[config.mk]
export PLATFORM = sky130hd
export DESIGN_NAME = contiguous_block_allocator
export DESIGN_NICKNAME = d
export VERILOG_FILES = /design/src/rtl/cba_pkg.sv /design/src/rtl/cba_ram.sv /design/src/rtl/contiguous_block_allocator.sv
export SDC_FILE = /design/constraint.sdc
export NUM_CORES = 1
export LEC_CHECK = 0
export ABC_CLOCK_PERIOD_IN_PS = 21900
export BUFFER_PORTS_ARGS = -buffer_cell sky130_fd_sc_hd__clkbuf_2
export CELL_PAD_IN_SITES_DETAIL_PLACEMENT = 1
export CELL_PAD_IN_SITES_GLOBAL_PLACEMENT = 2
export CORE_MARGIN = 2
export CORE_UTILIZATION = 47
export CTS_CLUSTER_DIAMETER = 40
export DETAILED_ROUTE_END_ITERATION = 10
export PLACE_DENSITY_LB_ADDON = 0.12
export SYNTH_ARGS = -nofsm -noshare
export SYNTH_HDL_FRONTEND = slang
export SYNTH_HIERARCHICAL = 1
export SYNTH_SLANG_ARGS = --single-unit
export TNS_END_PERCENT = 5
[constraint.sdc]
create_clock -name clk -period 21.9 [get_ports clk]
set_input_delay 0 -clock clk [delete_from_list [all_inputs] [get_ports clk]]
set_output_delay 0 -clock clk [all_outputs]
set_load 0.005 [all_outputs]
[src/rtl/cba_pkg.sv]
package cba_pkg;

  // Default geometry of the free map.
  localparam int NBLOCKS_DEF   = 256;
  localparam int WORD_BITS_DEF = 16;

  // Block count register width and its value after reset.
  localparam int          TOTAL_W     = 9;
  localparam logic [8:0]  TOTAL_RESET = 9'd256;

  // Request kinds.
  localparam logic KIND_ALLOC = 1'b0;
  localparam logic KIND_FREE  = 1'b1;

  // Result status codes.
  localparam logic [1:0] ST_OK      = 2'd0;
  localparam logic [1:0] ST_NOSPACE = 2'd1;
  localparam logic [1:0] ST_BAD     = 2'd2;

  typedef struct packed {
    logic       kind;
    logic [7:0] first_block;
    logic [8:0] run_length;
  } in_t;

  typedef struct packed {
    logic [1:0] status;
    logic [7:0] run_start;
    logic [8:0] free_blocks;
  } out_t;

endpackage

[src/rtl/cba_ram.sv]
module cba_ram
  import cba_pkg::*;
#(
  parameter int WIDTH = WORD_BITS_DEF,
  parameter int DEPTH = NBLOCKS_DEF / WORD_BITS_DEF,
  localparam int AW   = (DEPTH > 1) ? $clog2(DEPTH) : 1
) (
  input  logic             clk,
  input  logic             we,
  input  logic [AW-1:0]    waddr,
  input  logic [WIDTH-1:0] wdata,
  input  logic [AW-1:0]    raddr,
  output logic [WIDTH-1:0] rdata
);

  logic [WIDTH-1:0] mem [DEPTH];

  // One write port and one registered read port.
  always_ff @(posedge clk) begin
    if (we) begin
      mem[waddr] <= wdata;
    end
    rdata <= mem[raddr];
  end

endmodule

[src/rtl/contiguous_block_allocator.sv]
// Channel   Ports                          Transfer
// input     start, busy, in_data           start high while busy is low
// result    out_strobe, out_data           out_strobe high for one cycle
// config    cfg_valid, cfg_ready, cfg_data cfg_valid and cfg_ready both high
//
// The free map sits in one RAM of MAP_WORDS words, read and written one word a cycle.
// An allocation primes the read (S_SCAN_RD), then scans words from the bottom (S_SCAN)
// until a fitting run is found, then rewrites words from the bottom to the run's end.
// A free request only does the rewrite pass. If no run fits, a no-space result is given.
// Zero-length and oversize requests are answered from idle without a pass.
// After reset and after each block count write a clearing pass over MAP_WORDS words sets
// every block free; busy stays high meanwhile. Results cannot be held off by the receiver.
module contiguous_block_allocator
  import cba_pkg::*;
#(
  parameter int NBLOCKS   = NBLOCKS_DEF,
  parameter int WORD_BITS = WORD_BITS_DEF
) (
  input  logic               clk,
  input  logic               rst_n,
  input  logic               start,
  output logic               busy,
  input  in_t                in_data,
  output logic               out_strobe,
  output out_t               out_data,
  input  logic               cfg_valid,
  output logic               cfg_ready,
  input  logic [TOTAL_W-1:0] cfg_data
);

  localparam int MAP_WORDS = (NBLOCKS + WORD_BITS - 1) / WORD_BITS;
  localparam int AW        = (MAP_WORDS > 1) ? $clog2(MAP_WORDS) : 1;
  localparam int PW        = $clog2(MAP_WORDS * WORD_BITS + 1024 + 1);
  localparam int JW        = (WORD_BITS > 1) ? $clog2(WORD_BITS) : 1;
  localparam int DW        = $clog2(WORD_BITS + 1);
  localparam int NB_CAP    = (NBLOCKS > 511) ? 511 : NBLOCKS;

  localparam logic [AW-1:0]      LAST_ADDR = AW'(MAP_WORDS - 1);
  localparam logic [TOTAL_W-1:0] CAP_VAL   = TOTAL_W'(NB_CAP);

  // Controller states.
  localparam logic [2:0] S_CLR      = 3'd0;
  localparam logic [2:0] S_IDLE     = 3'd1;
  localparam logic [2:0] S_SCAN_RD  = 3'd2;
  localparam logic [2:0] S_SCAN     = 3'd3;
  localparam logic [2:0] S_APPLY_RD = 3'd4;
  localparam logic [2:0] S_APPLY    = 3'd5;

  function automatic logic [TOTAL_W-1:0] eff_count(input logic [TOTAL_W-1:0] v);
    eff_count = (v > CAP_VAL) ? CAP_VAL : v;
  endfunction

  logic [2:0]           state_r,  state_nxt;
  logic [AW-1:0]        addr_r,   addr_nxt;
  logic [PW-1:0]        base_r,   base_nxt;
  logic [PW-1:0]        run_r,    run_nxt;
  logic [PW-1:0]        lo_r,     lo_nxt;
  logic [PW-1:0]        hi_r,     hi_nxt;
  logic                 set_r,    set_nxt;
  logic                 kind_r,   kind_nxt;
  logic [8:0]           len_r,    len_nxt;
  logic [TOTAL_W-1:0]   total_r,  total_nxt;
  logic [8:0]           ft_r,     ft_nxt;
  logic                 strobe_r, strobe_nxt;
  out_t                 out_r,    out_nxt;

  logic                 ram_we;
  logic [WORD_BITS-1:0] ram_wdata;
  logic [WORD_BITS-1:0] ram_rdata;

  logic [PW-1:0]        limit;
  logic                 cfg_xfer;
  logic                 in_xfer;

  // Word evaluation results.
  logic [WORD_BITS-1:0] fr;
  logic                 hit;
  logic [JW-1:0]        hit_pos;
  logic [PW-1:0]        run_out;
  logic [PW-1:0]        hit_start;
  logic [WORD_BITS-1:0] mask;
  logic [WORD_BITS-1:0] new_word;
  logic [DW-1:0]        delta;
  logic [8:0]           ft_applied;

  assign limit     = PW'(eff_count(total_r));
  assign cfg_ready = (state_r == S_IDLE) || (state_r == S_CLR);
  assign cfg_xfer  = cfg_valid && cfg_ready;
  assign busy      = (state_r != S_IDLE) || cfg_valid;
  assign in_xfer   = start && !busy;

  assign out_strobe = strobe_r;
  assign out_data   = out_r;

  cba_ram #(
    .WIDTH (WORD_BITS),
    .DEPTH (MAP_WORDS)
  ) u_map (
    .clk   (clk),
    .we    (ram_we),
    .waddr (addr_r),
    .wdata (ram_wdata),
    .raddr (addr_nxt),
    .rdata (ram_rdata)
  );

  // Run search over one word: run length ending at each bit, first bit that completes it.
  always_comb begin
    logic [PW-1:0] pos;
    logic [PW-1:0] run_j;
    logic          zero_seen;
    int            last;
    fr        = '0;
    hit       = 1'b0;
    hit_pos   = '0;
    run_out   = '0;
    for (int j = 0; j < WORD_BITS; j++) begin
      pos   = base_r + PW'(j);
      fr[j] = ram_rdata[j] && (pos < limit);
    end
    for (int j = WORD_BITS - 1; j >= 0; j--) begin
      zero_seen = 1'b0;
      last      = 0;
      for (int k = 0; k <= j; k++) begin
        if (!fr[k]) begin
          zero_seen = 1'b1;
          last      = k;
        end
      end
      run_j = zero_seen ? PW'(j - last) : run_r + PW'(j + 1);
      if (j == WORD_BITS - 1) begin
        run_out = run_j;
      end
      if (run_j >= PW'(len_r)) begin
        hit     = 1'b1;
        hit_pos = JW'(j);
      end
    end
    hit_start = base_r + PW'(hit_pos) + PW'(1) - PW'(len_r);
  end

  // Range update of one word and the number of blocks that change.
  always_comb begin
    logic [PW-1:0] pos;
    logic [WORD_BITS-1:0] flip;
    mask = '0;
    for (int j = 0; j < WORD_BITS; j++) begin
      pos     = base_r + PW'(j);
      mask[j] = (pos >= lo_r) && (pos < hi_r);
    end
    new_word = set_r ? (ram_rdata | mask) : (ram_rdata & ~mask);
    flip     = mask & (set_r ? ~ram_rdata : ram_rdata);
    delta    = '0;
    for (int j = 0; j < WORD_BITS; j++) begin
      delta = delta + DW'(flip[j]);
    end
    ft_applied = set_r ? (ft_r + 9'(delta)) : (ft_r - 9'(delta));
  end

  // Controller.
  always_comb begin
    state_nxt  = state_r;
    addr_nxt   = addr_r;
    base_nxt   = base_r;
    run_nxt    = run_r;
    lo_nxt     = lo_r;
    hi_nxt     = hi_r;
    set_nxt    = set_r;
    kind_nxt   = kind_r;
    len_nxt    = len_r;
    total_nxt  = total_r;
    ft_nxt     = ft_r;
    strobe_nxt = 1'b0;
    out_nxt    = out_r;
    ram_we     = 1'b0;
    ram_wdata  = new_word;

    unique case (state_r)
      S_CLR: begin
        ram_we    = 1'b1;
        ram_wdata = '1;
        if (addr_r == LAST_ADDR) begin
          state_nxt = S_IDLE;
          addr_nxt  = '0;
        end else begin
          addr_nxt = addr_r + AW'(1);
        end
      end
      S_IDLE: begin
        addr_nxt = '0;
        base_nxt = '0;
        run_nxt  = '0;
        if (in_xfer) begin
          kind_nxt = in_data.kind;
          len_nxt  = in_data.run_length;
          if (in_data.run_length == 9'd0) begin
            strobe_nxt = 1'b1;
            out_nxt    = '{status: ST_BAD, run_start: 8'd0, free_blocks: ft_r};
          end else if (in_data.kind == KIND_ALLOC) begin
            if (PW'(in_data.run_length) > limit) begin
              strobe_nxt = 1'b1;
              out_nxt    = '{status: ST_NOSPACE, run_start: 8'd0, free_blocks: ft_r};
            end else begin
              state_nxt = S_SCAN_RD;
            end
          end else begin
            if (PW'(in_data.first_block) + PW'(in_data.run_length) > limit) begin
              strobe_nxt = 1'b1;
              out_nxt    = '{status: ST_BAD, run_start: 8'd0, free_blocks: ft_r};
            end else begin
              lo_nxt    = PW'(in_data.first_block);
              hi_nxt    = PW'(in_data.first_block) + PW'(in_data.run_length);
              set_nxt   = 1'b1;
              state_nxt = S_APPLY_RD;
            end
          end
        end
      end
      S_SCAN_RD: begin
        state_nxt = S_SCAN;
      end
      S_SCAN: begin
        if (hit) begin
          lo_nxt    = hit_start;
          hi_nxt    = hit_start + PW'(len_r);
          set_nxt   = 1'b0;
          addr_nxt  = '0;
          base_nxt  = '0;
          state_nxt = S_APPLY_RD;
        end else if ((addr_r == LAST_ADDR) || (base_r + PW'(WORD_BITS) >= limit)) begin
          strobe_nxt = 1'b1;
          out_nxt    = '{status: ST_NOSPACE, run_start: 8'd0, free_blocks: ft_r};
          state_nxt  = S_IDLE;
          addr_nxt   = '0;
        end else begin
          run_nxt  = run_out;
          addr_nxt = addr_r + AW'(1);
          base_nxt = base_r + PW'(WORD_BITS);
        end
      end
      S_APPLY_RD: begin
        state_nxt = S_APPLY;
      end
      S_APPLY: begin
        ram_we = 1'b1;
        ft_nxt = ft_applied;
        if ((addr_r == LAST_ADDR) || (base_r + PW'(WORD_BITS) >= hi_r)) begin
          strobe_nxt = 1'b1;
          out_nxt.status      = ST_OK;
          out_nxt.run_start   = (kind_r == KIND_ALLOC) ? lo_r[7:0] : 8'd0;
          out_nxt.free_blocks = ft_applied;
          state_nxt  = S_IDLE;
          addr_nxt   = '0;
        end else begin
          addr_nxt = addr_r + AW'(1);
          base_nxt = base_r + PW'(WORD_BITS);
        end
      end
      default: begin
        state_nxt = S_CLR;
        addr_nxt  = '0;
      end
    endcase

    // A block count write restarts the clearing pass.
    if (cfg_xfer) begin
      total_nxt = cfg_data;
      ft_nxt    = eff_count(cfg_data);
      state_nxt = S_CLR;
      addr_nxt  = '0;
    end
  end

  // Control registers.
  always_ff @(posedge clk) begin
    if (!rst_n) begin
      state_r  <= S_CLR;
      addr_r   <= '0;
      total_r  <= TOTAL_RESET;
      ft_r     <= eff_count(TOTAL_RESET);
      strobe_r <= 1'b0;
    end else begin
      state_r  <= state_nxt;
      addr_r   <= addr_nxt;
      total_r  <= total_nxt;
      ft_r     <= ft_nxt;
      strobe_r <= strobe_nxt;
    end
  end

  // Working registers of the current request.
  always_ff @(posedge clk) begin
    base_r <= base_nxt;
    run_r  <= run_nxt;
    lo_r   <= lo_nxt;
    hi_r   <= hi_nxt;
    set_r  <= set_nxt;
    kind_r <= kind_nxt;
    len_r  <= len_nxt;
    out_r  <= out_nxt;
  end

endmodule
======== Word level (Yosys, flattened, before mapping) ========
Memory sizes are Yosys's and may differ from the RTL's. A register that Yosys moved wholly into a read port is not among the register bits.
Index checks and enable logic that the tools add are counted.
word-level totals
  memories kept ........................... 1
  register bits after elaboration ......... 100
  output and inout bits ................... 22
  memory bits (writable) .................. 256
operators by class
  equal/unequal tests ..................... 24
  bitwise operators ....................... 6
  mux-type cells .......................... 150
  $add $sub $neg .......................... 70
  reductions and logical operators ........ 53
  $lt $le $gt $ge ......................... 70
memories
  memory     words  width  read ports  clocked after Yosys merged registers in  wr ports  line           source
  u_map.mem  16     16     1           1                                        1         cba_ram.sv:16  logic [WIDTH-1:0] mem [DEPTH];
operators by type and width
  operator                                                              number
  11-bit 2-to-1 mux                                                     43
  11-bit >= comparator                                                  17
  11-bit by 9-bit >= comparator with 1-bit output                       17
  11-bit by 4-bit adder with 11-bit output (second input constant)      16
  11-bit less-than comparator                                           16
  11-bit by 9-bit less-than comparator with 1-bit output                16
  19-bit 2-to-1 mux                                                     8
  11-bit by 3-bit adder with 11-bit output (second input constant)      8
  5-bit by 11-bit subtractor with 11-bit output (first input constant)  8
  4-bit 2-to-1 mux                                                      21
  11-bit one-hot mux with 2 select lines                                3
  19-bit one-hot mux with 3 select lines                                1
  5-bit by 1-bit adder with 5-bit output                                11
  1-bit 2-to-1 mux                                                      49
  16-bit 2-to-1 mux                                                     3
  9-bit 2-to-1 mux                                                      5
  11-bit by 2-bit adder with 11-bit output (second input constant)      4
  4-bit by 11-bit subtractor with 11-bit output (first input constant)  4
  1-bit logical AND                                                     34
  11-bit by 1-bit adder with 11-bit output (second input constant)      3
  11-bit one-hot mux with 3 select lines                                1
  16-bit bitwise AND                                                    2
  16-bit NOT                                                            2
  3-bit 2-to-1 mux                                                      9
  other kinds (45)                                                      72

======== Depth between registers and ports, before layout ========
Gate-level depths: netlist of the first run.
  depth in word-level cells ............... 44
  gate-level depth with buffers ........... 51

======== By module ========
The synthesis of the first run kept the hierarchy.
modules (own cells, without submodules)
  module                      cells each  times used  area each (sq um)
  contiguous_block_allocator  2101        1           16614.7
  cba_ram                     432         1           10042.1

======== Worst setup path before layout of the first run ========
No wires, ideal clock.
  path kind ............................... register to register
  start point ............................. register total_r[8]
  end point ............................... register hi_r[9] (data pin)
  cell stages (with the launch flop) ...... 49
  arrival time ............................ 8741 ps
  period minus slack after synthesis ...... 9006 ps
  buffers on the path ..................... 2
  library setup time ...................... 265 ps
  slack ................................... 12894 ps
  cell sequence ........................... dfxtp_1 > buf_6 > buf_2 > inv_2 > nand2_1 > ha_1 > or3b_1 > or4_4 > o21ai_2 > o21ai_0 > nand2_1 > a21oi_1 > o21ai_0 > a21oi_1 > o21ai_0 > inv_1 > ha_1 > a21oi_1 > (+13 left out) > or2_2 > a211oi_1 > ha_1 > ha_1 > nand2_1 > or3_1 > or4_1 > nor2_1 > a21o_1 > xor2_1 > ha_1 > inv_1 > o21bai_1 > a21oi_1 > o21bai_1 > a21oi_1 > xnor2_1 > o21ai_1
between the ends
  cells in the longest elaborated chain, start to end .. 44
  elaborated cells between the ends (all ways) .. 134
  classes of those cells .................. add/sub (19); order compare (33); mux (66); reduce/logical (16)
ends and longest elaborated chain
  item                                                                               line                                                                  source
  start, declared                                                                    contiguous_block_allocator.sv:62                                      logic [TOTAL_W-1:0] total_r, total_nxt;
  start signal, assigned                                                             contiguous_block_allocator.sv:285                                     total_r <= total_nxt;
  9-bit > comparator                                                                 contiguous_block_allocator.sv:50                                      eff_count = (v > CAP_VAL) ? CAP_VAL : v;
  9-bit 2-to-1 mux (*)                                                               contiguous_block_allocator.sv:50
  11-bit by 9-bit less-than comparator with 1-bit output                             contiguous_block_allocator.sv:119                                     fr[j] = ram_rdata[j] && (pos < limit);
  1-bit logical AND                                                                  contiguous_block_allocator.sv:119
  1-bit 2-to-1 mux                                                                   contiguous_block_allocator.sv:125                                     if (!fr[k]) begin
  2-bit 2-to-1 mux or 1-bit 2-to-1 mux (tied branches) (2 in series)                 contiguous_block_allocator.sv:125
  11-bit 2-to-1 mux or 1-bit 2-to-1 mux (tied branches) (12 in series)               contiguous_block_allocator.sv:125
  5-bit by 11-bit subtractor with 11-bit output or 1-bit 2-to-1 mux (tied branches)  contiguous_block_allocator.sv:130, contiguous_block_allocator.sv:125
  (+17 left out)                                                                     -
  4-bit 2-to-1 mux (*)                                                               contiguous_block_allocator.sv:134                                     if (run_j >= PW'(len_r)) begin
  11-bit by 4-bit adder with 11-bit output (*)                                       contiguous_block_allocator.sv:139                                     hit_start = base_r + PW'(hit_pos) + PW'(1) - PW'(len_r);
  11-bit by 1-bit adder with 11-bit output (*)                                       contiguous_block_allocator.sv:139
  11-bit by 9-bit subtractor with 11-bit output (*)                                  contiguous_block_allocator.sv:139
  11-bit by 9-bit adder with 11-bit output (*)                                       contiguous_block_allocator.sv:225                                     hi_nxt = hit_start + PW'(len_r);
  11-bit 2-to-1 mux (*)                                                              contiguous_block_allocator.sv:223                                     if (hit) begin
  11-bit one-hot mux with 2 select lines (*)                                         contiguous_block_allocator.sv:178                                     unique case (state_r)
  net hi_nxt[9]                                                                      contiguous_block_allocator.sv:58                                      logic [PW-1:0] hi_r, hi_nxt;
  end signal, assigned                                                               contiguous_block_allocator.sv:296                                     hi_r <= hi_nxt;
  end, declared                                                                      contiguous_block_allocator.sv:58
The timed path passes the listed nets; every way through them passes the cells marked *. The select of a mux whose other input is x is not followed.
A chain may end at the register's enable or synchronous reset.

======== Worst setup path after layout of the first run ========
Same ends and word-level chain as after synthesis.

==> run summary, run 1 <==
Post-synth top area cell -> edfxtp_1
Crit-path slowest cell -> or4_1
Setup CP Type -> flop to flop
Num ports -> 53
Final core utilization -> 0.5362
DRT antenna net count -> 0
Worst slew margin -> 0.1767
Dpl hpwl -> 66130 µm
DRC violations left -> 0
Global-route wire length before repair -> 141300 µm
Yosys warns -> 6
Worst-path fanout max -> 24
Number of diodes -> 0
GRT Util Overall -> 0.3199
Synth cell count leaders -> 326 x edfxtp_1, 323 x ha_1, 243 x nor2_1
Clock Path Buffers -> 3
Crit-path max cell delay -> 0.57 ns
Nets -> 2994
Fin crit period -> 10.85 ns
Clock skew -> 0.02459 ns
Setup TNS -> 0 ns
First-pass DRT Iterations -> 8
Total number of vias -> 21090
Post-Route WL -> 94460 µm
Mapped Avg Cell Area -> 10.52 µm²
Endpoints failing setup -> 0
Dpl cells -> 3283
Syn Nets -> 2901
Die H -> 242.2 µm
RSZ-0062 raised after global routing -> false
Layout cells sized above 1 -> 0.1185
Largest cells by area after synthesis -> edfxtp_1 37%, ha_1 15%, mux4_2 4.6%
Synth cell types -> 102
WL per Instance -> 27.54 µm
# port buffers -> 52
Hold Fails Final Rpt -> 0
Synthesized area -> 0.02666 mm²
Dominant cell by count in the synthesized netlist -> edfxtp_1
Die width -> 242.2 µm
Clk slew on worst S/H paths -> 0.05 ns
Largest net degree at the start of global routing -> 65
Via-per-instance ratio -> 6.147
Max-slew violation count -> 0
Status -> complete, no violations
Share of flip-flops with an asynchronous set or reset -> 0
Synth top area share -> 0.3672
Worst Setup End Kind -> flop
Clk Tree Root Cell -> clkbuf_16
Total Power -> 2.095 mW
Pleak -> 12.77 nW
Worst slew pin tran -> 1.229 ns
Initial antenna violation count -> 2
Core Area -> 0.05628 mm²
Area grow syn2layout -> 13.20%
Non-filler instance count after layout -> 3430
Reg2Reg Setup Slack -> 11.05 ns
PwrDens -> 69.41 mW/mm²
Skew-Pair Late Insertion Delay -> 0.61 ns
F_max -> 92.15 MHz
Primary flip-flop cell chosen by synthesis mapping -> edfxtp_1
CTS Sinks -> 368
DR iter-0 viols -> 1488
CP most frequent cell -> a21oi_1
Deepest level of the CTS H-tree -> 2
Worst hold path class -> input pin to flop
Crit path required time -> 22.22 ns
#FFs+latches synth -> 368
DIE AREA -> 0.05864 mm²
Sequential area share after synthesis -> 0.3988
FP Rows -> 87
TritonCTS clock tree -> done
Mapped Cells -> 2533
EDFF count, synth -> 326
Maximum vdd drop -> 0.1065 mV
Grt ovf -> 0
Cts bufs inserted -> 56
CP arrival -> 11.17 ns
CP Launch Type -> flop
Vias in the first global route -> 22240
Gpl congestion -> 0.9321
Initial core utilization -> 0.4737
Max-cap violation count -> 0
Resized cells post-CTS -> 0
Final period utilization -> 0.4955
## sequential cells by signal, indices dropped and copies added, names as in the netlist, 4 cells and up
register and count:
u_map/mem 256, out_data 19, u_map/rdata 16, hi_r 11, lo_r 11, run_r 11
ft_r 9, len_r 9, total_r 9, base_r 7, addr_r 4
## cells in the final DEF (no fill, tap or decap), types with 17 or more instances in the layout
master / Yosys / routed
a211oi_1: 20 / 20
clkbuf_2: 0 / 52
nand3_1: 49 / 49
a22oi_1: 34 / 34
xor2_1: 70 / 70
mux4_2: 54 / 54
dfxtp_1: 42 / 42
nand2b_1: 46 / 46
nand2_1: 222 / 222
a21oi_1: 155 / 155
nor2_1: 243 / 239
o21a_1: 38 / 38
nor2b_1: 42 / 40
xnor2_1: 107 / 107
buf_4: 3 / 48
a31oi_1: 18 / 18
dlygate4sd3_1: 0 / 41
o21ai_0: 113 / 113
inv_1: 103 / 103
and2_1: 17 / 17
nand4_1: 21 / 21
nor3_1: 33 / 29
clkbuf_16: 0 / 56
ha_1: 323 / 323
a21o_1: 71 / 71
mux2i_1: 18 / 18
edfxtp_1: 326 / 326
## report_power, final
part / internal [mW] / switching [mW] / total, mW
Clock: 0.582 / 0.349 / 0.931
Combinational: 0.159 / 0.239 / 0.399
Sequential: 0.759 / 0.00575 / 0.765
Total: 1.50 / 0.594 / 2.09
## critical path, delay by kind of cell, from the launching register on
family          cells  cell delay, ns
flops               1            0.29
simple gates       10            2.71
buf+inv             4            0.59
fa+ha+maj           6            1.70
compound gates     25            4.90
xor+xnor            2            0.33
## logic make-up after synthesis
| logic type | share of synthesized area |
|---|---|
| DFF | 0.3988 |
| xor gates and xnor gates | 0.05877 |
| buffers and inverters | 0.03347 |
| AOI/OAI and AO/OA | 0.1419 |
| muxes | 0.06562 |
| and+or+nand+nor | 0.1390 |
| adders and majority gates | 0.1625 |
## through the flow
| step | instance area, µm² | hold slack, ns | setup WS, ns |
|---|---|---|---|
| finish | 30180 | 0.2324 | 11.05 |
| global route | 30180 | 0.2280 | 10.38 |
| CTS | 30180 | 0.1825 | 11.16 |
| detailed placement | 27790 | 0.2762 | 11.17 |
| global placement | 27790 | 0.2742 | 11.33 |
| floorplan | 26660 | 0.09720 | 12.89 |
## area by class of cell
class	instances	area, µm²
clock inverters	43	521.8
repair buffers	141	1031
well taps	756	945.9
flip-flops and latches	368	10630
inverters	108	405.4
fillers	6066	26100
multi-input cells	1951	15180
clock buffers	63	1458
## routing by layer
metal | track usage | up-vias | routed length (µm) | share of wire
met5 | 0 | - | 12 | 0.00013
met4 | 0.09441 | 2 | 2349 | 0.025
met3 | 0.04243 | 158 | 4868 | 0.052
met2 | 0.5447 | 623 | 45900 | 0.49
met1 | 0.4263 | 10730 | 41330 | 0.44
li1 | - | 9574 | - | -
## final timing paths
path | from | end | cells after the start
hold / removal | in_data[3] | len_r[3] | 2
setup reg to reg | total_r[8] | hi_r[9] | 47
setup / recovery | total_r[8] | hi_r[9] | 47
hold reg to reg | total_r[7] | total_r[7] | 2
## what timing repair did
item | 4_1_cts | 5_1_grt
setup endpoints to repair | 0 | 0
buffers inserted | 0 | 0
hold buffers | 41 | 0
hold endpoints to repair | 57 | 0
No activity file was read; power rests on OpenSTA's default activity.
==> inputs of run 2 (changes only) <==
--- a/config.mk
+++ b/config.mk
@@ -5,12 +5,12 @@
 export SDC_FILE = /design/constraint.sdc
 export NUM_CORES = 1
 export LEC_CHECK = 0
-export ABC_CLOCK_PERIOD_IN_PS = 21900
+export ABC_CLOCK_PERIOD_IN_PS = 10700
 export BUFFER_PORTS_ARGS = -buffer_cell sky130_fd_sc_hd__clkbuf_2
 export CELL_PAD_IN_SITES_DETAIL_PLACEMENT = 1
 export CELL_PAD_IN_SITES_GLOBAL_PLACEMENT = 2
 export CORE_MARGIN = 2
-export CORE_UTILIZATION = 47
+export CORE_UTILIZATION = 43
 export CTS_CLUSTER_DIAMETER = 40
 export DETAILED_ROUTE_END_ITERATION = 10
 export PLACE_DENSITY_LB_ADDON = 0.12
==> constraint.sdc (replaced) <==
create_clock -name clk -period 10.7 [get_ports clk]
set_input_delay 0 -clock clk [delete_from_list [all_inputs] [get_ports clk]]
set_output_delay 0 -clock clk [all_outputs]
set_load 0.005 [all_outputs]
==> run summary, run 2 (synthesis gave the netlist of run 1 again) <==
Dpl hpwl -> 68230 µm (+3.2%)
Maximum vdd drop -> 0.1770 mV (+66%)
CP Launch Point -> total_r[8]
Final core utilization -> 0.4956 (-0.04056)
DRC violations left -> 0 (unchanged)
Crit-path slowest cell -> or4_1
Reg with most FFs -> u_map/mem
Non-filler instance count after layout -> 3486 (+1.6%)
Dpl cells -> 3345 (+1.9%)
First-pass DRT Iterations -> 5 (-3)
GRT Util Overall -> 0.2974 (-0.02251)
Deepest level of the CTS H-tree -> 2 (unchanged)
Commonest non-fill, non-tap cells in the layout -> 326 x edfxtp_1, 319 x ha_1, 234 x nor2_1
Hold Fails Final Rpt -> 0 (unchanged)
Initial antenna violation count -> 1 (-1)
Critical path depth -> 47 (unchanged)
Endpoints failing setup -> 0 (unchanged)
Global-route wire length before repair -> 141700 µm (+0.30%)
DIE AREA -> 0.06400 mm² (+9.1%)
Clk Tree Root Cell -> clkbuf_16
Worst slew margin -> 0.2142 (+0.03751)
FP Rows -> 91 (+4.6%)
Max-slew violation count -> 0 (unchanged)
TritonCTS clock tree -> done
Commonest non-fill, non-tap cell in the layout -> edfxtp_1
Fillers -> 6623 (+9.2%)
Crit path required time -> 11.04 ns (-11.18 ns)
Worst Reg-to-Reg Cells -> 47 (unchanged)
F_max -> 99.41 MHz (+7.9%)
Num ports -> 53 (unchanged)
Clk slew on worst S/H paths -> 0.06 ns (about the same)
Setup CP Type -> flop to flop
Grt ovf -> 0 (unchanged)
Worst slew pin tran -> 1.174 ns (-0.05586 ns)
Worst hold stages -> 2 (unchanged)
Die H -> 253.0 µm (+4.5%)
Via-per-instance ratio -> 6.036 (-1.8%)
DR iter-0 viols -> 1376 (-7.5%)
Skew-Pair Late Insertion Delay -> 0.62 ns (about the same)
Area of the multi-input gates -> 0.01526 mm² (+0.47%)
Status -> complete, no violations
Final period utilization -> 0.9402 (+0.4446)
Crit-path max cell delay -> 0.58 ns (about the same)
Max layer used -> met4
Worst hold margin -> 0.1925 ns (-0.03992 ns)
Reg2Reg Setup Slack -> 0.64 ns (-10.41 ns)
Layout cells sized above 1 -> 0.1358 (+0.01721)
Total Power -> 4.330 mW (+110%)
Max reg flops -> 256 (unchanged)
Clock Path Buffers -> 3 (unchanged)
Setup ws final -> 0.6404 ns (-10.41 ns)
Initial core utilization -> 0.4336 (-0.04011)
Max-cap violation count -> 0 (unchanged)
# port buffers -> 52 (unchanged)
CP most frequent cell -> a21oi_1
Core Area -> 0.06148 mm² (+9.3%)
Largest net degree at the start of global routing -> 65 (unchanged)
Worst hold path class -> input pin to flop
Area grow syn2layout -> 14.32%
Post-Route WL -> 94330 µm (-0.14%)
DR WL met3 -> 4350 µm (-11%)
Worst hold start -> in_data[0]
Worst-path fanout max -> 8 (-67%)
Gpl congestion -> 0.9126 (-2.1%)
Top Family by Delay on Critical Path -> compound AO/OA/AOI/OAI gates
Fin crit period -> 10.06 ns (-0.7920 ns)
Clock skew -> 0.02674 ns (+0.002153 ns)
PwrDens -> 142.1 mW/mm² (+100%)
Crit Reg-Reg Startpoint -> total_r[8]
CP bufs+invs -> 2 (-2)
Pleak -> 12.90 nW (+0.97%)
Met1 Wirelength -> 41470 µm (+0.33%)
Worst Setup End Kind -> flop
CP arrival -> 10.40 ns (-0.77 ns)
Total number of vias -> 21040 (-0.21%)
CP Launch Type -> flop
Met2 WL -> 46160 µm (+0.57%)
Setup WS pre-CTS -> 0.2141 ns (-10.95 ns)
CTS Sinks -> 368 (unchanged)
Number of diodes -> 0 (unchanged)
WL per Instance -> 27.06 µm (-1.7%)
Sequential cell area -> 0.01063 mm² (unchanged)
Vias in the first global route -> 22050 (-0.86%)
DRT antenna net count -> 0 (unchanged)
Die width -> 253.0 µm (+4.5%)
Nets -> 3016 (+0.73%)
Cts bufs inserted -> 56 (unchanged)
==> run 2: changes by cell type in the layout (fill, tap and decap cells not counted), moves of 4 or more <==
cell and delta:
inv_8 +5, dlygate4sd3_1 -8, inv_6 +5, nor2_1 -5, nand2_1 -4, nand2_2 +4
buf_4 +29, nor2_2 +5, ha_1 -4
==> run 2: layout make-up <==
type	count	area share
Clock buffer	64	0.04796
Clock inverter	42	0.01786
Inverter	108	0.01330
Multi-Input combinational cell	1951	0.5006
Sequential cell	368	0.3488
Tap cell	790	0.03244
Timing Repair Buffer	163	0.03900
==> run 2: worst paths after layout <==
check                     to
hold reg to reg   total_r[7]
hold / removal      len_r[0]
setup reg to reg    hi_r[10]
setup / recovery    hi_r[10]
==> run 2: report_power, final <==
part | switching (mW) | total [mW] | internal (mW)
registers | 0.00891 | 1.56 | 1.55
clock network | 0.763 | 1.93 | 1.17
logic | 0.500 | 0.837 | 0.337
total | 1.27 | 4.33 | 3.06
==> run 2: metal layers <==
metal,vias up,global-route usage
li1,9614,-
met1,10760,0.3975
met2,528,0.5105
met3,136,0.03392
met4,0,0.08149
met5,-,0
==> run 2: what timing repair did <==
| item | CTS | global route |
|---|---|---|
| buffers inserted | 0 | 2 |
| setup endpoints to repair | 0 | 6 |
| endpoints found under the hold margin | 59 | 0 |
| hold buffers | 33 | 0 |
| resized for setup | 0 | 18 |
==> run 2: per-stage QoR <==
stage / cell area, µm² / TNS (ns)
3_5_place_dp: 28060 / 0
2_1_floorplan: 26660 / 0
3_3_place_gp: 28060 / 0
6_report: 30470 / 0
4_1_cts: 30400 / 0
5_1_grt: 30470 / -0.01618
